**src/rtl/gww_pkg.sv**
```systemverilog
// Package for the greedy word wrap block.
// Types, character codes and widths shared by gww_ring and greedy_word_wrap_top.
// No dependencies.
`timescale 1ns / 1ps
`default_nettype none

package gww_pkg;

    localparam int GWW_MAX_WIDTH = 64;
    localparam int CHAR_W        = 8;
    localparam int CNT_W         = 7;

    localparam logic [CNT_W-1:0]  NO_SPACE    = 7'h7F;
    localparam logic [CNT_W-1:0]  WIDTH_RESET = 7'd64;

    localparam logic [CHAR_W-1:0] CH_SPACE = 8'h20;
    localparam logic [CHAR_W-1:0] CH_NL    = 8'h0A;
    localparam logic [CHAR_W-1:0] CH_NUL   = 8'h00;

    localparam logic KIND_CHAR = 1'b0;
    localparam logic KIND_EOT  = 1'b1;

    typedef enum logic [1:0] {
        ST_IDLE,
        ST_EMIT,
        ST_FIN
    } t_state;

endpackage : gww_pkg

`default_nettype wire

```
**src/rtl/greedy_word_wrap_top.sv**
```systemverilog
// Greedy word wrap top level: control, line state and output stage; uses gww_pkg, gww_ring.
// A plain character is written to the ring on acceptance. An item that ends a line of n chars
// goes through emit (one ring read per char) and a finishing state, an empty line with no read;
// output stalls lengthen this. Output drains one beat a cycle while m_axis_tready is high.
// Reset (synchronous, active low) clears the line state and sets the width to 64; the ring
// store is not cleared and needs no clearing pass.
`timescale 1ns / 1ps
`default_nettype none

module greedy_word_wrap_top #(
    parameter int MAX_WIDTH = gww_pkg::GWW_MAX_WIDTH
) (
    input  wire logic                        i_clk,
    input  wire logic                        i_rst_n,
    input  wire logic                        i_cfg_we,
    input  wire logic [gww_pkg::CNT_W-1:0]   i_cfg_wdata,   // line_width
    input  wire logic                        s_axis_tvalid,
    output logic                             s_axis_tready,
    input  wire logic [gww_pkg::CHAR_W-1:0]  s_axis_tdata,  // [7:0] ch
    input  wire logic                        s_axis_tuser,  // [0] kind
    output logic                             m_axis_tvalid,
    input  wire logic                        m_axis_tready,
    output logic      [gww_pkg::CHAR_W-1:0]  m_axis_tdata,  // [7:0] out_char
    output logic                             m_axis_tlast,
    output logic                             m_axis_tuser   // [0] empty_line
);
    import gww_pkg::*;

    localparam int AW = (MAX_WIDTH > 1) ? $clog2(MAX_WIDTH) : 1;
    localparam logic [CNT_W-1:0] MaxW = CNT_W'(MAX_WIDTH);

    t_state r_state, n_state;

    logic [CNT_W-1:0]  r_width, n_width;
    logic [CNT_W-1:0]  r_fill, n_fill;
    logic [AW-1:0]     r_start, n_start;
    logic [CNT_W-1:0]  r_ls, n_ls;

    logic [AW-1:0]     r_base, n_base;
    logic [CNT_W-1:0]  r_len, n_len;
    logic [CNT_W-1:0]  r_k, n_k;
    logic              r_wr_pend, n_wr_pend;
    logic [AW-1:0]     r_wr_addr, n_wr_addr;
    logic [CHAR_W-1:0] r_wr_data, n_wr_data;

    logic              r_pend, n_pend;
    logic              r_pend_last, n_pend_last;
    logic              r_pend_empty, n_pend_empty;
    logic              r_out_valid, n_out_valid;
    logic [CHAR_W-1:0] r_out_data, n_out_data;
    logic              r_out_last, n_out_last;
    logic              r_out_empty, n_out_empty;

    logic              we, re;
    logic [AW-1:0]     waddr, raddr;
    logic [CHAR_W-1:0] wdata, rdata;

    logic              accept, move, slot_free;
    logic [CNT_W-1:0]  w;
    logic              do_emit, do_clear, do_cut, do_app;
    logic [CNT_W-1:0]  emit_len, fill_p, ls_p;
    logic [AW-1:0]     start_p;

    gww_ring #(
        .AW(AW)
    ) u_ring (
        .i_clk   (i_clk),
        .i_we    (we),
        .i_waddr (waddr),
        .i_wdata (wdata),
        .i_re    (re),
        .i_raddr (raddr),
        .o_rdata (rdata)
    );

    assign s_axis_tready = (r_state == ST_IDLE);
    assign accept        = s_axis_tvalid && s_axis_tready;
    assign move          = r_pend && (!r_out_valid || m_axis_tready);
    assign slot_free     = !r_pend || move;

    assign m_axis_tvalid = r_out_valid;
    assign m_axis_tdata  = r_out_data;
    assign m_axis_tlast  = r_out_last;
    assign m_axis_tuser  = r_out_empty;

    always_comb begin
        if (r_width == '0) begin
            w = CNT_W'(1);
        end else if (r_width > MaxW) begin
            w = MaxW;
        end else begin
            w = r_width;
        end
    end

    // line decision for the beat on the input
    always_comb begin
        do_emit  = 1'b0;
        do_clear = 1'b0;
        do_cut   = 1'b0;
        do_app   = 1'b0;
        emit_len = r_fill;
        if (s_axis_tuser == KIND_EOT) begin
            do_emit  = (r_fill != '0);
            do_clear = (r_fill != '0);
        end else if (s_axis_tdata == CH_NL) begin
            do_emit  = 1'b1;
            do_clear = 1'b1;
        end else if (r_fill >= w) begin
            do_emit = 1'b1;
            if (s_axis_tdata == CH_SPACE) begin
                do_clear = 1'b1;
            end else if (r_ls != NO_SPACE && r_ls < r_fill) begin
                do_cut   = 1'b1;
                do_app   = 1'b1;
                emit_len = r_ls;
            end else begin
                do_clear = 1'b1;
                do_app   = 1'b1;
            end
        end else begin
            do_app = 1'b1;
        end

        priority if (do_clear) begin
            start_p = '0;
            fill_p  = '0;
            ls_p    = NO_SPACE;
        end else if (do_cut) begin
            start_p = r_start + r_ls[AW-1:0] + AW'(1);
            fill_p  = r_fill - r_ls - CNT_W'(1);
            ls_p    = NO_SPACE;
        end else begin
            start_p = r_start;
            fill_p  = r_fill;
            ls_p    = r_ls;
        end
    end

    always_comb begin
        n_state      = r_state;
        n_width      = r_width;
        n_fill       = r_fill;
        n_start      = r_start;
        n_ls         = r_ls;
        n_base       = r_base;
        n_len        = r_len;
        n_k          = r_k;
        n_wr_pend    = r_wr_pend;
        n_wr_addr    = r_wr_addr;
        n_wr_data    = r_wr_data;
        n_pend       = r_pend;
        n_pend_last  = r_pend_last;
        n_pend_empty = r_pend_empty;
        n_out_valid  = r_out_valid;
        n_out_data   = r_out_data;
        n_out_last   = r_out_last;
        n_out_empty  = r_out_empty;
        we           = 1'b0;
        waddr        = start_p + fill_p[AW-1:0];
        wdata        = s_axis_tdata;
        re           = 1'b0;
        raddr        = r_base + r_k[AW-1:0];

        if (move) begin
            n_out_valid = 1'b1;
            n_out_data  = r_pend_empty ? CH_NUL : rdata;
            n_out_last  = r_pend_last;
            n_out_empty = r_pend_empty;
            n_pend      = 1'b0;
        end else if (r_out_valid && m_axis_tready) begin
            n_out_valid = 1'b0;
        end

        unique case (r_state)
            ST_IDLE: begin
                if (accept) begin
                    n_start = start_p;
                    n_fill  = fill_p;
                    n_ls    = ls_p;
                    if (do_app) begin
                        n_fill = fill_p + CNT_W'(1);
                        if (s_axis_tdata == CH_SPACE) begin
                            n_ls = fill_p;
                        end
                    end
                    if (do_emit) begin
                        n_state   = ST_EMIT;
                        n_base    = r_start;
                        n_len     = emit_len;
                        n_k       = '0;
                        n_wr_pend = do_app;
                        n_wr_addr = waddr;
                        n_wr_data = s_axis_tdata;
                    end else begin
                        we = do_app;
                    end
                end
            end
            ST_EMIT: begin
                if (slot_free) begin
                    n_pend = 1'b1;
                    if (r_len == '0) begin
                        n_pend_empty = 1'b1;
                        n_pend_last  = 1'b1;
                        n_state      = ST_FIN;
                    end else begin
                        re           = 1'b1;
                        n_pend_empty = 1'b0;
                        n_pend_last  = (r_k + CNT_W'(1) == r_len);
                        n_k          = r_k + CNT_W'(1);
                        if (r_k + CNT_W'(1) == r_len) begin
                            n_state = ST_FIN;
                        end
                    end
                end
            end
            ST_FIN: begin
                // carried char goes in only after the old line has been read
                we        = r_wr_pend;
                waddr     = r_wr_addr;
                wdata     = r_wr_data;
                n_wr_pend = 1'b0;
                n_state   = ST_IDLE;
            end
            default: begin
                n_state = ST_IDLE;
            end
        endcase

        if (i_cfg_we) begin
            n_width = i_cfg_wdata;
            n_fill  = '0;
            n_start = '0;
            n_ls    = NO_SPACE;
        end
    end

    always_ff @(posedge i_clk) begin
        if (!i_rst_n) begin
            r_state     <= ST_IDLE;
            r_width     <= WIDTH_RESET;
            r_fill      <= '0;
            r_start     <= '0;
            r_ls        <= NO_SPACE;
            r_wr_pend   <= 1'b0;
            r_pend      <= 1'b0;
            r_out_valid <= 1'b0;
        end else begin
            r_state     <= n_state;
            r_width     <= n_width;
            r_fill      <= n_fill;
            r_start     <= n_start;
            r_ls        <= n_ls;
            r_wr_pend   <= n_wr_pend;
            r_pend      <= n_pend;
            r_out_valid <= n_out_valid;
        end
    end

    always_ff @(posedge i_clk) begin
        r_base       <= n_base;
        r_len        <= n_len;
        r_k          <= n_k;
        r_wr_addr    <= n_wr_addr;
        r_wr_data    <= n_wr_data;
        r_pend_last  <= n_pend_last;
        r_pend_empty <= n_pend_empty;
        r_out_data   <= n_out_data;
        r_out_last   <= n_out_last;
        r_out_empty  <= n_out_empty;
    end

    a_read_in_emit : assert property (@(posedge i_clk) disable iff (!i_rst_n)
        re |-> (r_state == ST_EMIT))
        else $error("ring read outside emit");

    a_no_rw_overlap : assert property (@(posedge i_clk) disable iff (!i_rst_n)
        !(re && we))
        else $error("ring read and write in one cycle");

    a_fill_bound : assert property (@(posedge i_clk) disable iff (!i_rst_n)
        r_fill <= MaxW)
        else $error("fill count above maximum width");

    a_space_inside : assert property (@(posedge i_clk) disable iff (!i_rst_n)
        (r_ls != NO_SPACE) |-> (r_ls < r_fill))
        else $error("recorded space outside the buffered line");

    a_fin_after_last : assert property (@(posedge i_clk) disable iff (!i_rst_n)
        (r_state == ST_FIN) |-> $past(r_state == ST_EMIT))
        else $error("finish cycle without emit");

endmodule : greedy_word_wrap_top

`default_nettype wire

```
**src/rtl/gww_ring.sv**
```systemverilog
// Ring store for the partial line: one write port, one registered read port.
// Depends on gww_pkg.
`timescale 1ns / 1ps
`default_nettype none

module gww_ring #(
    parameter int AW = 6
) (
    input  wire logic                      i_clk,
    input  wire logic                      i_we,
    input  wire logic [AW-1:0]             i_waddr,
    input  wire logic [gww_pkg::CHAR_W-1:0] i_wdata,
    input  wire logic                      i_re,
    input  wire logic [AW-1:0]             i_raddr,
    output logic      [gww_pkg::CHAR_W-1:0] o_rdata
);
    import gww_pkg::*;

    localparam int DEPTH = 1 << AW;

    logic [CHAR_W-1:0] r_mem [DEPTH];

    always_ff @(posedge i_clk) begin
        if (i_we) begin
            r_mem[i_waddr] <= i_wdata;
        end
    end

    // read data holds until the next read
    always_ff @(posedge i_clk) begin
        if (i_re) begin
            o_rdata <= r_mem[i_raddr];
        end
    end

endmodule : gww_ring

`default_nettype wire

```
**config.mk**
```make
export PLATFORM = sky130hd
export DESIGN_NAME = greedy_word_wrap_top
export DESIGN_NICKNAME = d
export VERILOG_FILES = /design/src/rtl/gww_pkg.sv /design/src/rtl/greedy_word_wrap_top.sv /design/src/rtl/gww_ring.sv
export SDC_FILE = /design/constraint.sdc
export NUM_CORES = 1
export LEC_CHECK = 0
export ABC_AREA = 0
export BUFFER_PORTS_ARGS = -buffer_cell sky130_fd_sc_hd__buf_2
export CAP_MARGIN = 20
export CORE_ASPECT_RATIO = 0.75
export CORE_UTILIZATION = 45
export CTS_CLUSTER_SIZE = 12
export DETAILED_ROUTE_END_ITERATION = 12
export SLEW_MARGIN = 30
export SYNTH_ARGS = -nofsm -noshare
export SYNTH_HDL_FRONTEND = slang
export SYNTH_SLANG_ARGS = --single-unit
```
**constraint.sdc**
```tcl
create_clock -name i_clk -period 10.15 [get_ports i_clk]
set_clock_uncertainty 0.1 [all_clocks]
set_input_delay 0.5075 -clock i_clk [delete_from_list [all_inputs] [get_ports i_clk]]
set_output_delay 0.5075 -clock i_clk [all_outputs]
set_load 0.005 [all_outputs]
```
==> flow_metrics.env, run 1 <==
export IMPL_crit_type="reg -> reg"
export IMPL_dp_hpwl_um=36200
export IMPL_path_clk_slew_ns=0.06
export IMPL_grt_overflow=0
export IMPL_crit_buf_inv=2
export IMPL_min_path_cells=1
export IMPL_via_count=12500
export IMPL_fin_ws_ns=3.93
export IMPL_antenna_found_initial=1
export IMPL_worst_path_most_repeated_cell="nor2_1"
export IMPL_numClockSinks=598
export IMPL_outcome="finished, violations left"
export IMPL_period_share=0.613
export IMPL_rows=74
export IMPL_clockRootBuffer="clkbuf_16"
export IMPL_crit_fanout=20
export IMPL_worst_skew_pair_late_latency_ns=0.59
export IMPL_port_buffers=32
export IMPL_wl_um=57900
export IMPL_grt_max_degree=71
export IMPL_hp_class="in -> reg"
export IMPL_die_w_um=274
export IMPL_leakagePower_nw=8.81
export IMPL_fmax_mhz=161
export IMPL_clockBufferDepth=3
export IMPL_crit_slowest_cell="nor3_2"
export IMPL_io_pins=33
export IMPL_area_delta_synth_final_pct=11.3
export IMPL_post_route_cells_drive_above_1_share=0.264
export IMPL_slew_headroom=0.352
export IMPL_synthTopCellsByCount="566 x edfxtp_1, 160 x mux4_2, 76 x nand2_1, 42 x nor3_1, 38 x nor2_1"
export IMPL_drc_errors=4
export IMPL_setup_viol_count_final=0
export IMPL_cts_buffers=58
export IMPL_via_per_inst=5.91
export IMPL_max_stage_delay_ns=0.66
export IMPL_required_ns=10.27
export IMPL_worst_slew_pin_slew_ns=0.972
export IMPL_drv_slew=0
export IMPL_multi_input_area_sq_um=7170
export IMPL_async_reset_ff_frac=0
export IMPL_reg2reg_depth=22
export IMPL_track_usage=0.211
export IMPL_drtPass1Iterations=9
export IMPL_grt_pass1_vias=12700
export IMPL_place_ws_ns=3.68
export IMPL_final_core_util=0.508
export IMPL_ys_ff_latch=598
export IMPL_post_cts_buffers=0
export IMPL_synth_area_sq_um=24900
export IMPL_seq_area_sq_um=17600
export IMPL_synth_area_leaders="edfxtp_1 68%, mux4_2 14%, dfxtp_1 2.6%, ha_1 1.8%, nor3_2 1.2%"
export IMPL_drt_iter0_drc=1324
export IMPL_final_hold_viol_count=0
export IMPL_cp_data_arrival_time_ns=6.35
export IMPL_cts_resized=0
export IMPL_max_cap_violations=0
export IMPL_yosysSeqAreaShare=0.707
export IMPL_synth_edff_count=566
export IMPL_reg2reg_to="u_ring.r_mem[10][3]"
export IMPL_synth_top_cell_area_share=0.682
export IMPL_syn_inst=1331
export IMPL_die_h_um=206
export IMPL_cts_tree="built"
export IMPL_start_util=0.456
export IMPL_cellPowerDensity_nw_per_um2=198
export IMPL_cp_start_kind="flip-flop"
export IMPL_num_fill_cells=4452
export IMPL_hold_end="r_wr_data[4]"
export IMPL_ant_nets=0
export IMPL_violations="DRC"
export IMPL_ys_flop_type="edfxtp_1"
export IMPL_r2r_slack_ns=3.93
export IMPL_h_tree_depth=2
export IMPL_critical_path_top_delay_family="simple AND/OR/NAND/NOR gates"
export IMPL_nets=1439
export IMPL_die_area_sq_um=56400
export IMPL_fin_setup_tns_ns=0
export IMPL_yosysTopAreaCell="edfxtp_1"
export IMPL_core_sq_um=54600
export IMPL_min_period_ns=6.22
export IMPL_wl_per_cell_um=27.3
export IMPL_grt_pass1_wl_um=86300
export IMPL_r2r_start="r_width[3]"
export IMPL_synth_cell_types=66
export IMPL_hold_path_startpoint="s_axis_tdata[4]"
export IMPL_synth_warnings=0
export IMPL_path_cells="nor3_1, a21oi_1, nor2_1, ha_1, nand2b_1, a31oi_1, o21ai_2, o21ai_1, buf_4, nor2_1, nor2_1, ha_1, a21o_1, a21oi_1, o21ai_0, nand2b_1, or3_1, a211o_1, o311ai_2, nor2_4, buf_16, nor3_2"
export IMPL_peakVddDrop_mv=0.122
export IMPL_avgSynthCellArea_sq_um=18.7
export IMPL_antenna_cells=0
export IMPL_rsz0062_at_grt="no"
export IMPL_synth_nets=1392
export IMPL_synthMostInstantiatedCell="edfxtp_1"
export IMPL_worstSetupEndpointType="flip-flop"
export IMPL_routabilityCongestion=0.866
==> logic make-up after synthesis <==
group           count (synthesis)  share of synthesized area
buf+inv                        92                     0.0161
fa+ha+maj                      40                     0.0213
flops                         598                      0.707
compound gates                115                     0.0305
mux                           180                      0.153
xor+xnor                       30                     0.0105
simple gates                  276                     0.0613
==> what timing repair did <==
item                       CTS  global route
hold buffers                 1             0
setup endpoints to repair    0             0
hold endpoints to repair     1             0
==> flip-flops by register name, indices dropped and copies added, names as in the netlist <==
register / count
r_wr_data: 8
m_axis_tvalid: 1
r_k: 7
r_pend_empty: 1
r_wr_pend: 1
r_pend_last: 1
u_ring.o_rdata: 8
m_axis_tlast: 1
u_ring.r_mem: 512
r_pend: 1
m_axis_tdata: 8
r_width: 7
r_ls: 7
r_start: 6
m_axis_tuser: 1
r_base: 6
r_wr_addr: 6
r_state: 2
r_fill: 7
r_len: 7
==> worst max path at each step <==
stage	start	to	slack, ns	cells past startpoint
5_1_grt	r_width[3]	u_ring.r_mem[26][7]	3.50	22
4_1_cts	r_width[3]	u_ring.r_mem[31][7]	3.72	22
3_3_place_gp	s_axis_tdata[2]	u_ring.r_mem[20][2]	3.73	17
3_5_place_dp	s_axis_tdata[2]	u_ring.r_mem[31][7]	3.68	18
6_report	r_width[3]	u_ring.r_mem[10][3]	3.93	22
2_1_floorplan	s_axis_tdata[2]	u_ring.r_mem[13][0]	4.89	18
==> placed cells by master, fill, tap and decap left out, drive strengths merged, types with 6 or more instances in the layout <==
| master | netlist | routed |
|---|---|---|
| a211oi | 10 | 10 |
| a21o | 7 | 7 |
| a21oi | 35 | 35 |
| and2 | 8 | 8 |
| buf | 30 | 49 |
| clkbuf | 33 | 70 |
| clkinv | 0 | 12 |
| dfxtp | 32 | 32 |
| edfxtp | 566 | 566 |
| ha | 36 | 36 |
| inv | 29 | 29 |
| mux2i | 19 | 19 |
| mux4 | 160 | 160 |
| nand2 | 76 | 76 |
| nand2b | 8 | 8 |
| nand3 | 12 | 12 |
| nor2 | 39 | 39 |
| nor2b | 30 | 30 |
| nor3 | 73 | 73 |
| o21a | 6 | 6 |
| o21ai | 20 | 20 |
| o22ai | 10 | 10 |
| xnor2 | 15 | 15 |
| xor2 | 15 | 15 |
==> layout make-up <==
| type | count | share of cell area |
|---|---|---|
| Inverter | 29 | 0.00392 |
| Multi-Input combinational cell | 641 | 0.259 |
| Sequential cell | 598 | 0.636 |
| Clock buffer | 70 | 0.0539 |
| Timing Repair Buffer | 50 | 0.0126 |
| Clock inverter | 13 | 0.00244 |
| Tap cell | 722 | 0.0326 |
==> routing by layer <==
layer	up-vias	share of wire	track usage	wire length, um
met5	-	0.00022	0	13
met4	2	0.019	0.0449	1070
met3	78	0.078	0.0457	4520
met2	474	0.44	0.309	25400
met1	6522	0.46	0.324	26900
li1	5463	-	-	-
==> power by group <==
| group | switching (W) | leakage, nW | internal [W] |
|---|---|---|---|
| Clock | 0.000874 | 0.758 | 0.00102 |
| Sequential | 0.0000165 | 5.37 | 0.00274 |
| Combinational | 0.000472 | 2.69 | 0.000377 |
==> through the flow <==
step | power, W | cells | hold WS, ns | cell area, sq um
3_5_place_dp | 0.00366 | 2039 | 0.313 | 26100
5_1_grt | 0.00567 | 2123 | 0.00759 | 27700
6_report | 0.00550 | 2123 | 0.0237 | 27700
4_1_cts | 0.00554 | 2123 | 0.00228 | 27700
3_3_place_gp | 0.00365 | 2036 | 0.333 | 25900
2_1_floorplan | 0.00338 | 1331 | 0.300 | 24900
No activity file was read; power rests on OpenSTA's default activity.
==> inputs of run 2 (changes only) <==
Clock period 10.15 ns to 5.2 ns, I/O delays scaled along.
==> run 2 against run 1 <==
The run still ends with DRC left. Sequential power up 95%. Die area unchanged. Via count up 5.5%. Hold slack better by 0.051 ns. Utilization up 2.3 points. Cell count up 7.9%. Worst setup slack worse by 3.6 ns. Global-route usage up 0.72 points. Power up 97%. Count of clock-buffer cells in the layout up 9. Critical path depth unchanged. Largest cell class unchanged.
==> flow_metrics.env, run 2 (synthesized netlist as in run 1, its figures left out) <==
export IMPL_outcome="finished, violations left"
export IMPL_violations="DRC"
export IMPL_antenna_found_initial=1
export IMPL_max_cap_violations=0
export IMPL_fin_ws_ns=0.337
export IMPL_die_area_sq_um=56400
export IMPL_ant_nets=0
export IMPL_cts_tree="built"
export IMPL_rows=74
export IMPL_antenna_cells=0
export IMPL_port_buffers=32
export IMPL_h_tree_depth=2
export IMPL_via_count=13200
export IMPL_core_sq_um=54600
export IMPL_nets=1602
export IMPL_internal_power_w=0.00818
export IMPL_cellPowerDensity_nw_per_um2=375
export IMPL_path_cells="nor3_2, a21oi_1, nor2_1, ha_1, nand2b_1, a31oi_1, o21ai_2, and3_2, buf_4, a22o_1, ha_1, a21o_1, a21oi_2, o21ai_2, and2_1, o221ai_1, a211o_1, o311ai_2, or2_2, buf_12, nor3_1, buf_4"
export IMPL_rsz0062_at_grt="no"
export IMPL_io_pins=33
export IMPL_crit_slowest_cell="or2_2"
export IMPL_regMostFlops="u_ring.r_mem"
export IMPL_drc_errors=4
export IMPL_cp_start_kind="flip-flop"
export IMPL_worst_slew_pin_slew_ns=0.961
export IMPL_crit_type="reg -> reg"
export IMPL_setup_viol_count_final=0
export IMPL_crit_fanout=17
export IMPL_cts_buffers=58
export IMPL_start_util=0.456
export IMPL_hp_class="in -> reg"
export IMPL_max_stage_delay_ns=0.44
export IMPL_cp_data_arrival_time_ns=5.08
export IMPL_slew_headroom=0.357
export IMPL_largest_reg_flops=512
export IMPL_fin_hold_ws_ns=0.0752
export IMPL_die_h_um=206
export IMPL_area_delta_synth_final_pct=16.3
export IMPL_combPwrFrac=0.161
export IMPL_final_core_util=0.531
export IMPL_fmax_mhz=206
export IMPL_leakagePower_nw=9.64
export IMPL_seq_area_sq_um=17600
export IMPL_track_usage=0.218
export IMPL_power_switching_w=0.00268
export IMPL_peakVddDrop_mv=0.278
export IMPL_wl_per_cell_um=26.0
export IMPL_routabilityCongestion=0.854
export IMPL_via_per_inst=5.77
export IMPL_path_clk_slew_ns=0.06
export IMPL_grt_overflow=0
export IMPL_period_share=0.935
export IMPL_final_hold_viol_count=0
export IMPL_layout_common_cells="566 x edfxtp_1, 160 x mux4_2, 140 x buf_4"
export IMPL_grt_max_degree=73
export IMPL_worstSetupEndpointType="flip-flop"
export IMPL_final_common_cell="edfxtp_1"
export IMPL_p_clk_frac=0.345
export IMPL_clockBufferDepth=3
export IMPL_post_route_cells_drive_above_1_share=0.302
export IMPL_drtPass1Iterations=11
export IMPL_drv_slew=0
export IMPL_min_period_ns=4.86
export IMPL_grt_pass1_vias=13400
export IMPL_netSwitchingFraction=0.247
export IMPL_numClockSinks=598
export IMPL_dp_hpwl_um=38000
export IMPL_die_w_um=274
export IMPL_grt_pass1_wl_um=88900
export IMPL_clockRootBuffer="clkbuf_16"
export IMPL_seq_power_share=0.495
export IMPL_wl_um=59500
export IMPL_required_ns=5.42
export IMPL_place_ws_ns=0.165
export IMPL_worst_skew_pair_late_latency_ns=0.60
export IMPL_drt_iter0_drc=1366
export IMPL_multi_input_area_sq_um=7010
export IMPL_num_fill_cells=4319
run 2: cell count changes in the layout (fill, tap and decap cells not counted), sizes merged:
cell,change
buf,+132
clkbuf,+9
inv,+1
clkinv,-5
dlygate4sd3,+31
run 2: final cells by class:
type / count / share of cell area
tap: 722 / 0.0312
inverter: 29 / 0.00376
sequential: 598 / 0.609
clock buffer: 79 / 0.0531
multi-input combinational: 641 / 0.242
timing repair buffer: 213 / 0.0591
clock inverter: 9 / 0.00246
run 2: metrics by stage:
step                      power [W]  instances  setup TNS [ns]  cell area, sq um
after CTS                    0.0110       2289               0             28900
after global placement      0.00720       2169               0             27000
after floorplan             0.00659       1331           -8.52             24900
final                        0.0109       2291               0             29000
after detailed placement    0.00721       2169               0             27000
after global routing         0.0112       2291               0             29000
run 2: path summary, 6_finish.rpt:
path	startpoint	end	slack [ns]	cells past startpoint
worst min register to register	r_pend_last	m_axis_tlast	0.32	0
worst max register to register	r_width[1]	u_ring.r_mem[40][3]	0.34	22
worst min-delay path	s_axis_tuser	r_wr_pend	0.08	4
worst max-delay path	r_width[1]	u_ring.r_mem[40][3]	0.34	22
run 2: power groups by stage:
stage / Clock (W) / Sequential, W / Combinational [W]
6_report: 0.00375 / 0.00537 / 0.00175
5_1_grt: 0.00399 / 0.00538 / 0.00184
4_1_cts: 0.00383 / 0.00537 / 0.00176
3_5_place_dp: 0 / 0.00547 / 0.00173
3_3_place_gp: 0 / 0.00547 / 0.00173
2_1_floorplan: 0 / 0.00547 / 0.00113
run 2: routing by layer:
metal / vias up / wire, um / track usage
met5: - / 0 / 0
met4: 0 / 980 / 0.0481
met3: 72 / 4360 / 0.0408
met2: 475 / 26700 / 0.329
met1: 6889 / 27400 / 0.331
li1: 5788 / - / -
run 2: what timing repair did:
item                                   CTS  global route
endpoints found under the hold margin   20             0
setup endpoints to repair                0           512
gates resized for setup                  0            10
hold buffers                            32             0
buffers inserted                         0             2
run 2: worst max-delay path, delay by kind of cell, from the launching register on:
| kind | cells | cell delay (ns) |
|---|---|---|
| adders and majority gates | 2 | 0.53 |
| AOI/OAI and AO/OA | 10 | 1.53 |
| DFF | 1 | 0.32 |
| and+or+nand+nor | 7 | 1.51 |
| buffers and inverters | 3 | 0.60 |
==> inputs of run 3 (changes only) <==
Settings changed: SYNTH_HIERARCHICAL from default to 1.
==> run 3 against run 2 <==
The flow now finishes without violations. Design area decreased by 0.68%. Cell count increased by 2.7%. Synthesized cell count increased by 5.6%. Non-clock buffer count decreased by 16. Utilization decreased by 0.36 points. Fmax increased by 1.4%. Sequential share of layout area increased by 0.42 points. Critical path depth decreased by 3. Via count increased by 2.4%. Area after synthesis about the same. Critical path type unchanged. Critical endpoint is now u_ring/r_mem[34][0]. Largest cell class unchanged. Highest routed layer is now met5.
==> flow_metrics.env, run 3 <==
export IMPL_rows=74
export IMPL_dpl_instance_area_sq_um=26700
export IMPL_dp_hpwl_um=37600
export IMPL_ys_ff_latch=598
export IMPL_die_area_sq_um=56400
export IMPL_final_hold_viol_count=0
export IMPL_antenna_found_initial=2
export IMPL_yosysTopAreaCell="edfxtp_1"
export IMPL_path_clk_slew_ns=0.06
export IMPL_synth_area_leaders="edfxtp_1 68%, mux4_2 11%, dfxtp_1 2.6%, ha_1 1.8%, nor2_1 1.6%"
export IMPL_leakagePower_nw=9.62
export IMPL_crit_slowest_cell="fa_1"
export IMPL_max_stage_delay_ns=0.40
export IMPL_cts_tree="built"
export IMPL_wl_um=59500
export IMPL_post_route_cells_drive_above_1_share=0.256
export IMPL_crit_fanout=8
export IMPL_port_buffers=32
export IMPL_final_common_cell="edfxtp_1"
export IMPL_fin_hold_ws_ns=0.0697
export IMPL_synth_nets=1467
export IMPL_nets=1660
export IMPL_synthTopCellsByCount="566 x edfxtp_1, 126 x mux4_2, 108 x nor2_1, 65 x nand2_1, 37 x nor2b_1"
export IMPL_fmax_mhz=208
export IMPL_clockRootBuffer="clkbuf_16"
export IMPL_cp_data_arrival_time_ns=5.02
export IMPL_via_per_inst=5.76
export IMPL_antenna_cells=0
export IMPL_numClockSinks=598
export IMPL_path_cells="inv_1, nand2_1, ha_1, a21o_1, a221o_1, a21o_1, nand3_1, o21ai_0, and2_1, ha_1, fa_1, a21o_1, a21oi_1, xnor2_1, mux2_2, buf_4, nand2b_2, nor2_1, buf_4"
export IMPL_drv_slew=0
export IMPL_outcome="completed"
export IMPL_worst_path_most_repeated_cell="a21o_1"
export IMPL_avgSynthCellArea_sq_um=17.7
export IMPL_setup_viol_count_final=0
export IMPL_track_usage=0.217
export IMPL_cts_buffers=59
export IMPL_worst_skew_pair_late_latency_ns=0.63
export IMPL_regMostFlops="u_ring/r_mem"
export IMPL_synth_warnings=6
export IMPL_start_util=0.456
export IMPL_fin_cells=2352
export IMPL_cellPowerDensity_nw_per_um2=382
export IMPL_die_w_um=274
export IMPL_worstSetupEndpointType="flip-flop"
export IMPL_grt_overflow=0
export IMPL_crit_type="reg -> reg"
export IMPL_synth_edff_count=566
export IMPL_die_h_um=206
export IMPL_synth_top_cell_area_share=0.682
export IMPL_drc_errors=0
export IMPL_synth_area_sq_um=24900
export IMPL_core_sq_um=54600
export IMPL_min_period_ns=4.80
export IMPL_layout_common_cells="566 x edfxtp_1, 129 x buf_4, 126 x mux4_2"
export IMPL_worst_slew_pin_slew_ns=0.937
export IMPL_io_pins=33
export IMPL_clockBufferDepth=3
export IMPL_cp_start_kind="flip-flop"
export IMPL_ys_flop_type="edfxtp_1"
export IMPL_drt_iter0_drc=1504
export IMPL_rsz0062_at_grt="no"
export IMPL_max_cap_violations=0
export IMPL_async_reset_ff_frac=0
export IMPL_grt_max_degree=80
export IMPL_via_count=13500
export IMPL_period_share=0.922
export IMPL_peakVddDrop_mv=0.359
export IMPL_power_w=0.0110
export IMPL_yosysSeqAreaShare=0.707
export IMPL_largest_reg_flops=512
export IMPL_syn_inst=1406
export IMPL_h_tree_depth=2
export IMPL_synth_cell_types=74
export IMPL_fin_setup_tns_ns=0
export IMPL_required_ns=5.42
export IMPL_wl_per_cell_um=25.3
export IMPL_placed_cells=2226
export IMPL_synthMostInstantiatedCell="edfxtp_1"
export IMPL_grt_pass1_vias=13400
export IMPL_drtPass1Iterations=5
export IMPL_area_delta_synth_final_pct=15.5
export IMPL_slew_headroom=0.359
export IMPL_hp_class="in -> reg"
export IMPL_routabilityCongestion=0.915
export IMPL_grt_pass1_wl_um=88800
export IMPL_design_area_sq_um=28800
export IMPL_ant_nets=0
-- run 3: cell types whose count changed after synthesis, moves of 13 or more --
cell	before	now
buf_1	17	4
mux2i_1	19	32
mux2_2	0	28
nor3_1	42	13
nand3_1	11	25
nor3_2	31	1
nor2_1	38	108
mux4_2	160	126
-- run 3: repair_timing --
item                                    4_1_cts  5_1_grt
hold endpoints to repair                     20        0
resized for setup                             0       10
hold buffers                                 32        0
buffers inserted                              0        2
endpoints found under the setup margin        0      300
-- run 3: area by class of cell --
type | count | area [sq um]
tap | 722 | 903
timing repair buffer | 197 | 1520
sequential | 598 | 17600
fill | 4388 | 25800
multi-input combinational | 712 | 6880
inverter | 31 | 119
clock inverter | 13 | 150
clock buffer | 79 | 1570
-- run 3: power breakdown --
group	switching [W]	leakage (nW)	internal [W]	total [W]
clock network	0.00176	0.829	0.00220	0.00395
logic	0.000975	3.42	0.000701	0.00168
registers	0.0000285	5.37	0.00534	0.00536
total	0.00276	9.62	0.00823	0.0110
-- run 3: metrics by stage --
step | util | setup slack [ns]
2_1_floorplan | - | 0.0384
3_3_place_gp | 0.489 | 0.312
3_5_place_dp | 0.489 | 0.119
4_1_cts | 0.526 | 0.0685
5_1_grt | 0.527 | 0.0529
6_report | 0.527 | 0.403
-- run 3: cell families after synthesis --
| kind of cell | synth area share |
|---|---|
| flops | 0.707 |
| fa+ha+maj | 0.0213 |
| mux | 0.139 |
| xor+xnor | 0.0107 |
| simple gates | 0.0585 |
| compound gates | 0.0431 |
| buf+inv | 0.0198 |
-- run 3: final timing paths --
path / start / endpoint / slack [ns] / cells past startpoint
worst min-delay path: s_axis_tuser / r_fill[1] / 0.07 / 4
worst min register to register: r_pend_last / m_axis_tlast / 0.33 / 0
worst max register to register: r_width[6] / u_ring/r_mem[34][0] / 0.40 / 19
worst max-delay path: r_width[6] / u_ring/r_mem[34][0] / 0.40 / 19
-- run 3: metal layers --
metal,part of all wire,global-route usage
met1,0.46,0.332
met2,0.44,0.314
met3,0.080,0.0435
met4,0.020,0.0569
met5,0.0015,0.0105
-- run 3: worst max-delay path, delay by kind of cell, from the launching register on --
kind	cells	cell delay [ns]
mux	1	0.34
simple gates	5	0.95
xor+xnor	1	0.11
buf+inv	3	0.53
fa+ha+maj	3	0.91
compound gates	6	1.22
flops	1	0.31
